`config.mk`:
```
export PLATFORM = sky130hd
export DESIGN_NAME = decimal_money_text_to_cents_core_flat
export DESIGN_NICKNAME = d
export VERILOG_FILES = /design/src/rtl/dmtc_pkg.sv /design/src/rtl/dmtc_text_if.sv /design/src/rtl/dmtc_result_if.sv /design/src/rtl/decimal_money_text_to_cents_core.sv /design/src/flat_wrapper.sv
export SDC_FILE = /design/constraint.sdc
export NUM_CORES = 1
export LEC_CHECK = 0
export ABC_AREA = 0
export BUFFER_PORTS_ARGS = -buffer_cell sky130_fd_sc_hd__buf_2
export CAP_MARGIN = 30
export CELL_PAD_IN_SITES_DETAIL_PLACEMENT = 0
export CELL_PAD_IN_SITES_GLOBAL_PLACEMENT = 1
export CORE_MARGIN = 1
export CORE_UTILIZATION = 54
export DETAILED_ROUTE_END_ITERATION = 7
export HOLD_SLACK_MARGIN = 0.08
export PLACE_DENSITY = 0.94
export SLEW_MARGIN = 0
export SYNTH_ARGS = -nofsm -noshare
export SYNTH_HDL_FRONTEND = slang
export SYNTH_SLANG_ARGS = --single-unit
```
`constraint.sdc`:
```
create_clock -name clk -period 22.7 [get_ports clk]
set_clock_uncertainty 0.15 [all_clocks]
set_input_delay 6.81 -clock clk [delete_from_list [all_inputs] [get_ports clk]]
set_output_delay 6.81 -clock clk [all_outputs]
set_load 0.1 [all_outputs]
```
`src/rtl/dmtc_pkg.sv`:
```
package dmtc_pkg;

  // Payload widths.
  localparam int SYMBOL_W = 8;
  localparam int AMOUNT_W = 64;
  localparam int WHOLE_W  = 63;
  localparam int FRAC_W   = 7;
  localparam int COUNT_W  = 2;
  localparam int SUM_W    = WHOLE_W + FRAC_W;

  // Character codes.
  localparam logic [SYMBOL_W-1:0] CHAR_END   = 8'h00;
  localparam logic [SYMBOL_W-1:0] CHAR_MINUS = 8'h2D;
  localparam logic [SYMBOL_W-1:0] CHAR_DOT   = 8'h2E;
  localparam logic [SYMBOL_W-1:0] CHAR_ZERO  = 8'h30;
  localparam logic [SYMBOL_W-1:0] CHAR_FIVE  = 8'h35;
  localparam logic [SYMBOL_W-1:0] CHAR_NINE  = 8'h39;

  // Largest dollar value that may still take another digit: (2^63-1-9)/10.
  localparam logic [WHOLE_W-1:0] WHOLE_LIMIT = 63'd922337203685477579;

  // Status codes.
  localparam logic STATUS_OK      = 1'b0;
  localparam logic STATUS_INVALID = 1'b1;

  typedef logic [SYMBOL_W-1:0] symbol_t;
  typedef logic signed [AMOUNT_W-1:0] amount_t;

endpackage

```
`src/rtl/dmtc_text_if.sv`:
```
interface dmtc_text_if;
  logic valid;
  logic ready;
  dmtc_pkg::symbol_t symbol;

  modport source (output valid, output symbol, input ready);
  modport sink (input valid, input symbol, output ready);
endinterface

```
`src/rtl/dmtc_result_if.sv`:
```
interface dmtc_result_if;
  logic valid;
  logic ready;
  dmtc_pkg::amount_t amount;
  logic status;

  modport source (output valid, output amount, output status, input ready);
  modport sink (input valid, input amount, input status, output ready);
endinterface

```
`src/rtl/decimal_money_text_to_cents_core.sv`:
```
// Channel  | Dir | Payload                      | Request
// ---------+-----+------------------------------+-------------------------------
// text     | in  | symbol[7:0], 0 ends a string | one ASCII character
// result   | out | amount[63:0] signed, status  | cents and status per string
//
// One character is taken every cycle and the parser state updates in the cycle after it
// is registered, unless a terminator must wait for the finish stage. The longest path
// is the 70-bit dollars-times-100 add. A terminator's result passes finish, sum, sign.
// Reset (rst, synchronous) clears the parser state and empties every stage.
// A stall on result holds the pipeline back only when a terminator is queued behind it.
module decimal_money_text_to_cents_core (
  input logic clk,
  input logic rst,
  dmtc_text_if.sink text,
  dmtc_result_if.source result
);

  typedef enum logic [1:0] {
    PH_START = 2'd0,
    PH_WHOLE = 2'd1,
    PH_FRAC  = 2'd2
  } phase_t;

  // Input register.
  logic s1_valid;
  dmtc_pkg::symbol_t s1_symbol;

  // Parser state.
  phase_t phase;
  logic is_negative;
  logic [dmtc_pkg::WHOLE_W-1:0] whole_part;
  logic whole_digit_seen;
  logic [dmtc_pkg::FRAC_W-1:0] fraction_value;
  logic [dmtc_pkg::COUNT_W-1:0] fraction_count;
  logic round_flag;
  logic failed;

  phase_t phase_next;
  logic is_negative_next;
  logic [dmtc_pkg::WHOLE_W-1:0] whole_part_next;
  logic whole_digit_seen_next;
  logic [dmtc_pkg::FRAC_W-1:0] fraction_value_next;
  logic [dmtc_pkg::COUNT_W-1:0] fraction_count_next;
  logic round_flag_next;
  logic failed_next;

  // Finish stage: dollars and cents of a completed string.
  logic f2_valid;
  logic [dmtc_pkg::WHOLE_W-1:0] f2_whole;
  logic [dmtc_pkg::FRAC_W-1:0] f2_cents;
  logic f2_negative;
  logic f2_bad;

  // Sum stage: dollars * 100 + cents.
  logic f3_valid;
  logic [dmtc_pkg::SUM_W-1:0] f3_sum;
  logic f3_negative;
  logic f3_bad;

  // Output register.
  logic o_valid;
  dmtc_pkg::amount_t o_amount;
  logic o_status;

  logic o_free, f3_free, f2_free, s1_adv, s1_end;
  logic is_digit;
  logic [3:0] digit;
  logic [dmtc_pkg::FRAC_W-1:0] cents;
  logic finish_bad;
  logic [dmtc_pkg::SUM_W-1:0] whole_wide;
  logic [dmtc_pkg::SUM_W-1:0] sum;
  logic overflow;

  // Stage flow: each stage moves when the one after it has room; only a terminator needs room in the finish stage.
  assign o_free  = !o_valid || result.ready;
  assign f3_free = !f3_valid || o_free;
  assign f2_free = !f2_valid || f3_free;
  assign s1_end  = (s1_symbol == dmtc_pkg::CHAR_END);
  assign s1_adv  = s1_valid && (!s1_end || f2_free);
  assign text.ready = !s1_valid || s1_adv;

  assign result.valid  = o_valid;
  assign result.amount = o_amount;
  assign result.status = o_status;

  // Character classes.
  assign is_digit = (s1_symbol >= dmtc_pkg::CHAR_ZERO) && (s1_symbol <= dmtc_pkg::CHAR_NINE);
  assign digit    = 4'(s1_symbol - dmtc_pkg::CHAR_ZERO);

  // Parser update for one non-terminator character.
  always_comb begin
    phase_next            = phase;
    is_negative_next      = is_negative;
    whole_part_next       = whole_part;
    whole_digit_seen_next = whole_digit_seen;
    fraction_value_next   = fraction_value;
    fraction_count_next   = fraction_count;
    round_flag_next       = round_flag;
    failed_next           = failed;
    if (!failed) begin
      if (phase == PH_START || phase == PH_WHOLE) begin
        if (phase == PH_START) begin
          phase_next = PH_WHOLE;
        end
        if (is_digit) begin
          if (whole_part > dmtc_pkg::WHOLE_LIMIT) begin
            failed_next = 1'b1;
          end else begin
            whole_part_next = (whole_part << 3) + (whole_part << 1)
                              + dmtc_pkg::WHOLE_W'(digit);
            whole_digit_seen_next = 1'b1;
          end
        end else if (s1_symbol == dmtc_pkg::CHAR_DOT) begin
          phase_next = PH_FRAC;
        end else if (s1_symbol == dmtc_pkg::CHAR_MINUS && phase == PH_START) begin
          is_negative_next = 1'b1;
        end else begin
          failed_next = 1'b1;
        end
      end else begin
        if (!is_digit) begin
          failed_next = 1'b1;
        end else if (fraction_count < 2'd2) begin
          fraction_value_next = (fraction_value << 3) + (fraction_value << 1)
                                + dmtc_pkg::FRAC_W'(digit);
          fraction_count_next = fraction_count + 2'd1;
        end else if (fraction_count == 2'd2) begin
          round_flag_next     = (s1_symbol >= dmtc_pkg::CHAR_FIVE);
          fraction_count_next = 2'd3;
        end
      end
    end
  end

  // Cents and the text error at the terminator.
  always_comb begin
    case (fraction_count)
      2'd0:    cents = '0;
      2'd1:    cents = (fraction_value << 3) + (fraction_value << 1);
      default: cents = fraction_value;
    endcase
    cents = cents + dmtc_pkg::FRAC_W'(round_flag);
    finish_bad = failed || (!whole_digit_seen && fraction_count == 2'd0);
  end

  // Dollars times one hundred plus cents, wide enough to see overflow.
  assign whole_wide = dmtc_pkg::SUM_W'(f2_whole);
  assign sum = (whole_wide << 6) + (whole_wide << 5) + (whole_wide << 2)
               + dmtc_pkg::SUM_W'(f2_cents);
  assign overflow = (f3_sum[dmtc_pkg::SUM_W-1:dmtc_pkg::AMOUNT_W-1] != '0);

  // Input register.
  always_ff @(posedge clk) begin
    if (rst) begin
      s1_valid <= 1'b0;
    end else if (text.ready) begin
      s1_valid <= text.valid;
    end
    if (text.ready && text.valid) begin
      s1_symbol <= text.symbol;
    end
  end

  // Parser state; a terminator returns it to the start of a string.
  always_ff @(posedge clk) begin
    if (rst || (s1_adv && s1_end)) begin
      phase            <= PH_START;
      is_negative      <= 1'b0;
      whole_part       <= '0;
      whole_digit_seen <= 1'b0;
      fraction_value   <= '0;
      fraction_count   <= '0;
      round_flag       <= 1'b0;
      failed           <= 1'b0;
    end else if (s1_adv) begin
      phase            <= phase_next;
      is_negative      <= is_negative_next;
      whole_part       <= whole_part_next;
      whole_digit_seen <= whole_digit_seen_next;
      fraction_value   <= fraction_value_next;
      fraction_count   <= fraction_count_next;
      round_flag       <= round_flag_next;
      failed           <= failed_next;
    end
  end

  // Finish stage; an empty string enters as a clean zero.
  always_ff @(posedge clk) begin
    if (rst) begin
      f2_valid <= 1'b0;
    end else if (f2_free) begin
      f2_valid <= s1_adv && s1_end;
    end
    if (f2_free && s1_adv && s1_end) begin
      if (phase == PH_START) begin
        f2_whole    <= '0;
        f2_cents    <= '0;
        f2_negative <= 1'b0;
        f2_bad      <= 1'b0;
      end else begin
        f2_whole    <= whole_part;
        f2_cents    <= cents;
        f2_negative <= is_negative;
        f2_bad      <= finish_bad;
      end
    end
  end

  // Sum stage.
  always_ff @(posedge clk) begin
    if (rst) begin
      f3_valid <= 1'b0;
    end else if (f3_free) begin
      f3_valid <= f2_valid;
    end
    if (f3_free && f2_valid) begin
      f3_sum      <= sum;
      f3_negative <= f2_negative;
      f3_bad      <= f2_bad;
    end
  end

  // Output register: range check, sign and status.
  always_ff @(posedge clk) begin
    if (rst) begin
      o_valid <= 1'b0;
    end else if (o_free) begin
      o_valid <= f3_valid;
    end
    if (o_free && f3_valid) begin
      if (f3_bad || overflow) begin
        o_amount <= '0;
        o_status <= dmtc_pkg::STATUS_INVALID;
      end else begin
        o_amount <= f3_negative ? -f3_sum[dmtc_pkg::AMOUNT_W-1:0]
                                : f3_sum[dmtc_pkg::AMOUNT_W-1:0];
        o_status <= dmtc_pkg::STATUS_OK;
      end
    end
  end

  // An invalid result always carries a zero amount.
  assert property (@(posedge clk) disable iff (rst)
    o_valid && o_status == dmtc_pkg::STATUS_INVALID |-> o_amount == '0)
    else $error("invalid result with nonzero amount");

  // A retired terminator leaves the parser at the start of a clean string.
  assert property (@(posedge clk) disable iff (rst)
    s1_adv && s1_end |=> phase == PH_START && whole_part == '0 && !failed)
    else $error("parser not cleared after terminator");

  // Once an error is latched the dollar accumulator freezes until the terminator.
  assert property (@(posedge clk) disable iff (rst)
    failed && !(s1_adv && s1_end) |=> $stable(whole_part) && failed)
    else $error("accumulator moved after error");

  // The cent digits never exceed ninety-nine.
  assert property (@(posedge clk) disable iff (rst)
    fraction_value <= dmtc_pkg::FRAC_W'(99))
    else $error("cent digits out of range");

  // A terminator never retires while the finish stage is blocked.
  assert property (@(posedge clk) disable iff (rst)
    s1_adv && s1_end |-> f2_free)
    else $error("terminator overran finish stage");

endmodule

```
`src/flat_wrapper.sv`:
```
// flat-port wrapper written by rule: the top's interface ports become plain ports
module decimal_money_text_to_cents_core_flat 
  (clk, rst, text_valid, text_symbol, text_ready, result_valid, result_amount, result_status, result_ready);
  dmtc_text_if text_i ();
  dmtc_result_if result_i ();
  input logic clk;
  input logic rst;
  input wire logic [$bits(text_i.valid)-1:0] text_valid;
  input wire logic [$bits(text_i.symbol)-1:0] text_symbol;
  output wire logic [$bits(text_i.ready)-1:0] text_ready;
  output wire logic [$bits(result_i.valid)-1:0] result_valid;
  output wire logic [$bits(result_i.amount)-1:0] result_amount;
  output wire logic [$bits(result_i.status)-1:0] result_status;
  input wire logic [$bits(result_i.ready)-1:0] result_ready;
  assign text_i.valid = text_valid;
  assign text_i.symbol = text_symbol;
  assign text_ready = text_i.ready;
  assign result_valid = result_i.valid;
  assign result_amount = result_i.amount;
  assign result_status = result_i.status;
  assign result_i.ready = result_ready;
  decimal_money_text_to_cents_core u_core (.clk(clk), .rst(rst), .text(text_i), .result(result_i));
endmodule
```
==> results_dict.tcl <==
set metrics [dict create \
    status "finished, final reports clean" \
    yosys-top-cells-area "edfxtp_1 28%, ha_1 14%, dfxtp_1 7.1%, fa_1 5.7%, nor2_1 4.5%" \
    reg2reg_setup_slack_ps 17450 \
    syn_to_final_growth_pct 7.787 \
    io_buffers 78 \
    slew_headroom 0.3812 \
    tightestPinTransition_ps 928.2 \
    final_nets 2798 \
    viasPerCell 5.700 \
    fin_setup_tns_ps 0 \
    syn_area_sq_um 23020 \
    period_share 0.6643 \
    clk_latency_ps 570 \
    critPathMaxFanout 5 \
    min_path_type "register to register" \
    yosys_register_bits 299 \
    initial_utilization 0.5477 \
    slowest_stage "nor2b_1" \
    rows 75 \
    peakVddDrop_v 0.00005166 \
    via_count 17200 \
    place_ws_ps 7608 \
    netlist_instances 2427 \
    hold_violations 0 \
    ys.flop_type "edfxtp_1" \
    path_cells "buf_2, nor2b_1, nand3_1, nor2_1, inv_1, buf_2" \
    start_kind "primary input" \
    synth_top_area_share 0.2830 \
    avgSynthCellArea_sq_um 9.487 \
    setup_viol 0 \
    ctsHoldBuffers 0 \
    final_layout_size_suffix_gt1_frac 0.06699 \
    crit_arrival_ps 8120 \
    cts_num_sinks 299 \
    fmax_ghz 0.06632 \
    route.layer.met1.wl_um 24270 \
    die_y_um 208.5 \
    yosysWarnings 0 \
    yosysTopAreaCell "edfxtp_1" \
    p_leak_nw 11.00 \
    ys_seq_area_frac 0.3543 \
    drt_iter0_markers 1183 \
    antenna_found_initial 0 \
    syn_nets 2770 \
    wl_met3_um 1555 \
    fp.dieW_um 208.5 \
    worst-path-buf-inv 3 \
    critPathTopFamily "simple AND/OR/NAND/NOR gates" \
    path_common_cell "buf_2" \
    hold_path_depth 0 \
    ant_nets 0 \
    dieArea_sq_um 43470 \
    clockBufferDepth 3 \
    rr_worst_depth 15 \
    cts-root-buf "clkbuf_16" \
    clkTransAtPathRegs_ps 60 \
    gp_congestion 0.8792 \
    rsz0062_at_grt "no" \
    top_layer "met4" \
    overflow 0 \
    holdPathEnd "u_core.f3_sum[1]" \
    setup_ws_ps 7621 \
    cts_resized 0 \
    end_kind "output pin" \
    io_pins 79 \
    track_usage 0.2249 \
    diodes 0 \
    hold_start "u_core.f2_cents[1]" \
    wirelength_um 48490 \
    async_flop_share 0 \
    yosysUniqueCellTypes 80 \
    drc 0 \
    grt_pass1_vias 16780 \
    drt_first_pass_iters 5 \
    wl_met2_um 21530 \
    h-tree-depth 1 \
    grt_max_degree 78 \
    cp_data_required_time_ps 15740 \
    post_cts_buffers 0 \
    finalMaxSlewViolations 0 \
    slowest_delay_ps 430 \
    r2r-start "u_core.f2_whole[0]" \
    drv_cap 0 \
    wire_per_inst_um 16.07 \
    core-area_sq_um 42040 \
    synth_edf_count 217 \
    dpl.hpwl_um 38870 \
    powerDensity_nw_per_um2 44.17 \
    tritoncts "yes" \
    period_minus_slack_ps 15080 \
    grt_pass1_wl_um 82010 \
    r2r-end "u_core.f3_sum[65]" \
    crit_type "primary input to output pin" \
    numCtsBuffers 29 \
]
==> per-stage QoR <==
step / area, sq um / cells / power [W] / hold WS, ps / utilization
floorplan: 23020 / 2427 / 0.0006212 / 250.3 / -
global placement: 23870 / 2963 / 0.0006289 / 255.3 / 0.5677
detailed placement: 23870 / 2963 / 0.0006300 / 254.5 / 0.5677
CTS: 24820 / 3017 / 0.001106 / 261.5 / 0.5903
global route: 24820 / 3017 / 0.001129 / 278.2 / 0.5903
finish: 24820 / 3017 / 0.001096 / 263.3 / 0.5903
==> synth_stat cells (all sizes together) (48+ instances only) <==
cell type  instances
nand3             48
dfxtp             82
o21ai            118
edfxtp           217
a21oi            181
xor2             106
ha               265
a21o              76
nand2            138
inv              167
clkbuf            86
nor2b             80
xnor2             85
nor2             276
fa                66
==> metal layers <==
metal | vias to the layer above | track usage
met5 | - | 0
met3 | 65 | 0.01389
met2 | 337 | 0.3637
li1 | 8761 | -
met4 | 0 | 0.06488
met1 | 8035 | 0.3254
==> flip-flops by register name (all words and copies together) (netlist names), 7 cells and up <==
| register | count |
|---|---|
| u_core.f2_cents | 7 |
| u_core.f2_whole | 63 |
| u_core.f3_sum | 70 |
| u_core.fraction_value | 7 |
| u_core.result.amount | 64 |
| u_core.s1_symbol | 8 |
| u_core.whole_part | 63 |
==> power by group <==
part	total [W]	internal, W	leakage, nW	switching [W]
Clock	0.000478	0.000276	0.468	0.000202
Combinational	0.0000344	0.0000129	7.95	0.0000214
Sequential	0.000584	0.000582	2.58	0.00000215
Total	0.00110	0.000871	11.0	0.000225
==> cell type report <==
cell class / count / area (sq um)
Clock buffer: 41 / 822.0
Multi-Input combinational cell: 1871 / 13950
Fill cell: 3580 / 17220
Clock inverter: 13 / 130.1
Sequential cell: 299 / 8158
Inverter: 167 / 626.9
Tap cell: 539 / 674.4
Timing Repair Buffer: 87 / 457.9
==> worst register-to-register path, delay by kind of cell, from the launching register on <==
family | cells | cell delay (ps)
AND/OR/NAND/NOR | 2 | 350
adder cells (fa/ha/maj) | 3 | 1270
buffers and inverters | 2 | 230
flip-flops | 1 | 390
AO/OA/AOI/OAI | 8 | 2630
==> worst max-delay path by stage <==
| stage | from | endpoint | slack, ps | cells after the start |
|---|---|---|---|---|
| after floorplan | result_ready | text_ready | 8000 | 4 |
| after global placement | result_ready | text_ready | 7640 | 6 |
| after detailed placement | result_ready | text_ready | 7610 | 6 |
| after CTS | result_ready | text_ready | 7600 | 6 |
| after global routing | result_ready | text_ready | 7490 | 6 |
| final | result_ready | text_ready | 7620 | 6 |
==> logic make-up after synthesis <==
family	Yosys count	share of synthesized area
mux	27	0.01174
compound gates	582	0.1613
fa+ha+maj	331	0.2014
xor+xnor	191	0.07265
simple gates	740	0.1566
buf+inv	257	0.04201
flops	299	0.3543
==> cell usage in the layout (no fill, tap or decap), types with 6 or more instances in the layout <==
cell type and n:
buf_4 9, nand3_1 47, and3_1 24, a211oi_1 19
nor4_1 18, a21oi_1 181, nor3_1 36, ha_1 265
o211ai_1 12, nor2b_1 78, and4_1 6, o21bai_1 25
clkbuf_1 8, clkbuf_16 30, and2_1 16, o31ai_1 31
nand4_1 33, buf_2 78, inv_1 167, a221oi_1 8
a211o_1 8, a21boi_0 10, a21o_1 76, a31oi_1 20
o21ai_0 117, a41oi_1 6, mux2i_1 27, dfxtp_1 82
fa_1 66, or2_2 9, or3_1 18, xor2_1 106
edfxtp_1 217, nand2b_1 7, xnor2_1 85, a22o_1 6
nand2_1 137, or4_1 6, nor2_1 275, o21a_1 13
Power figures use the tool's default switching activity.
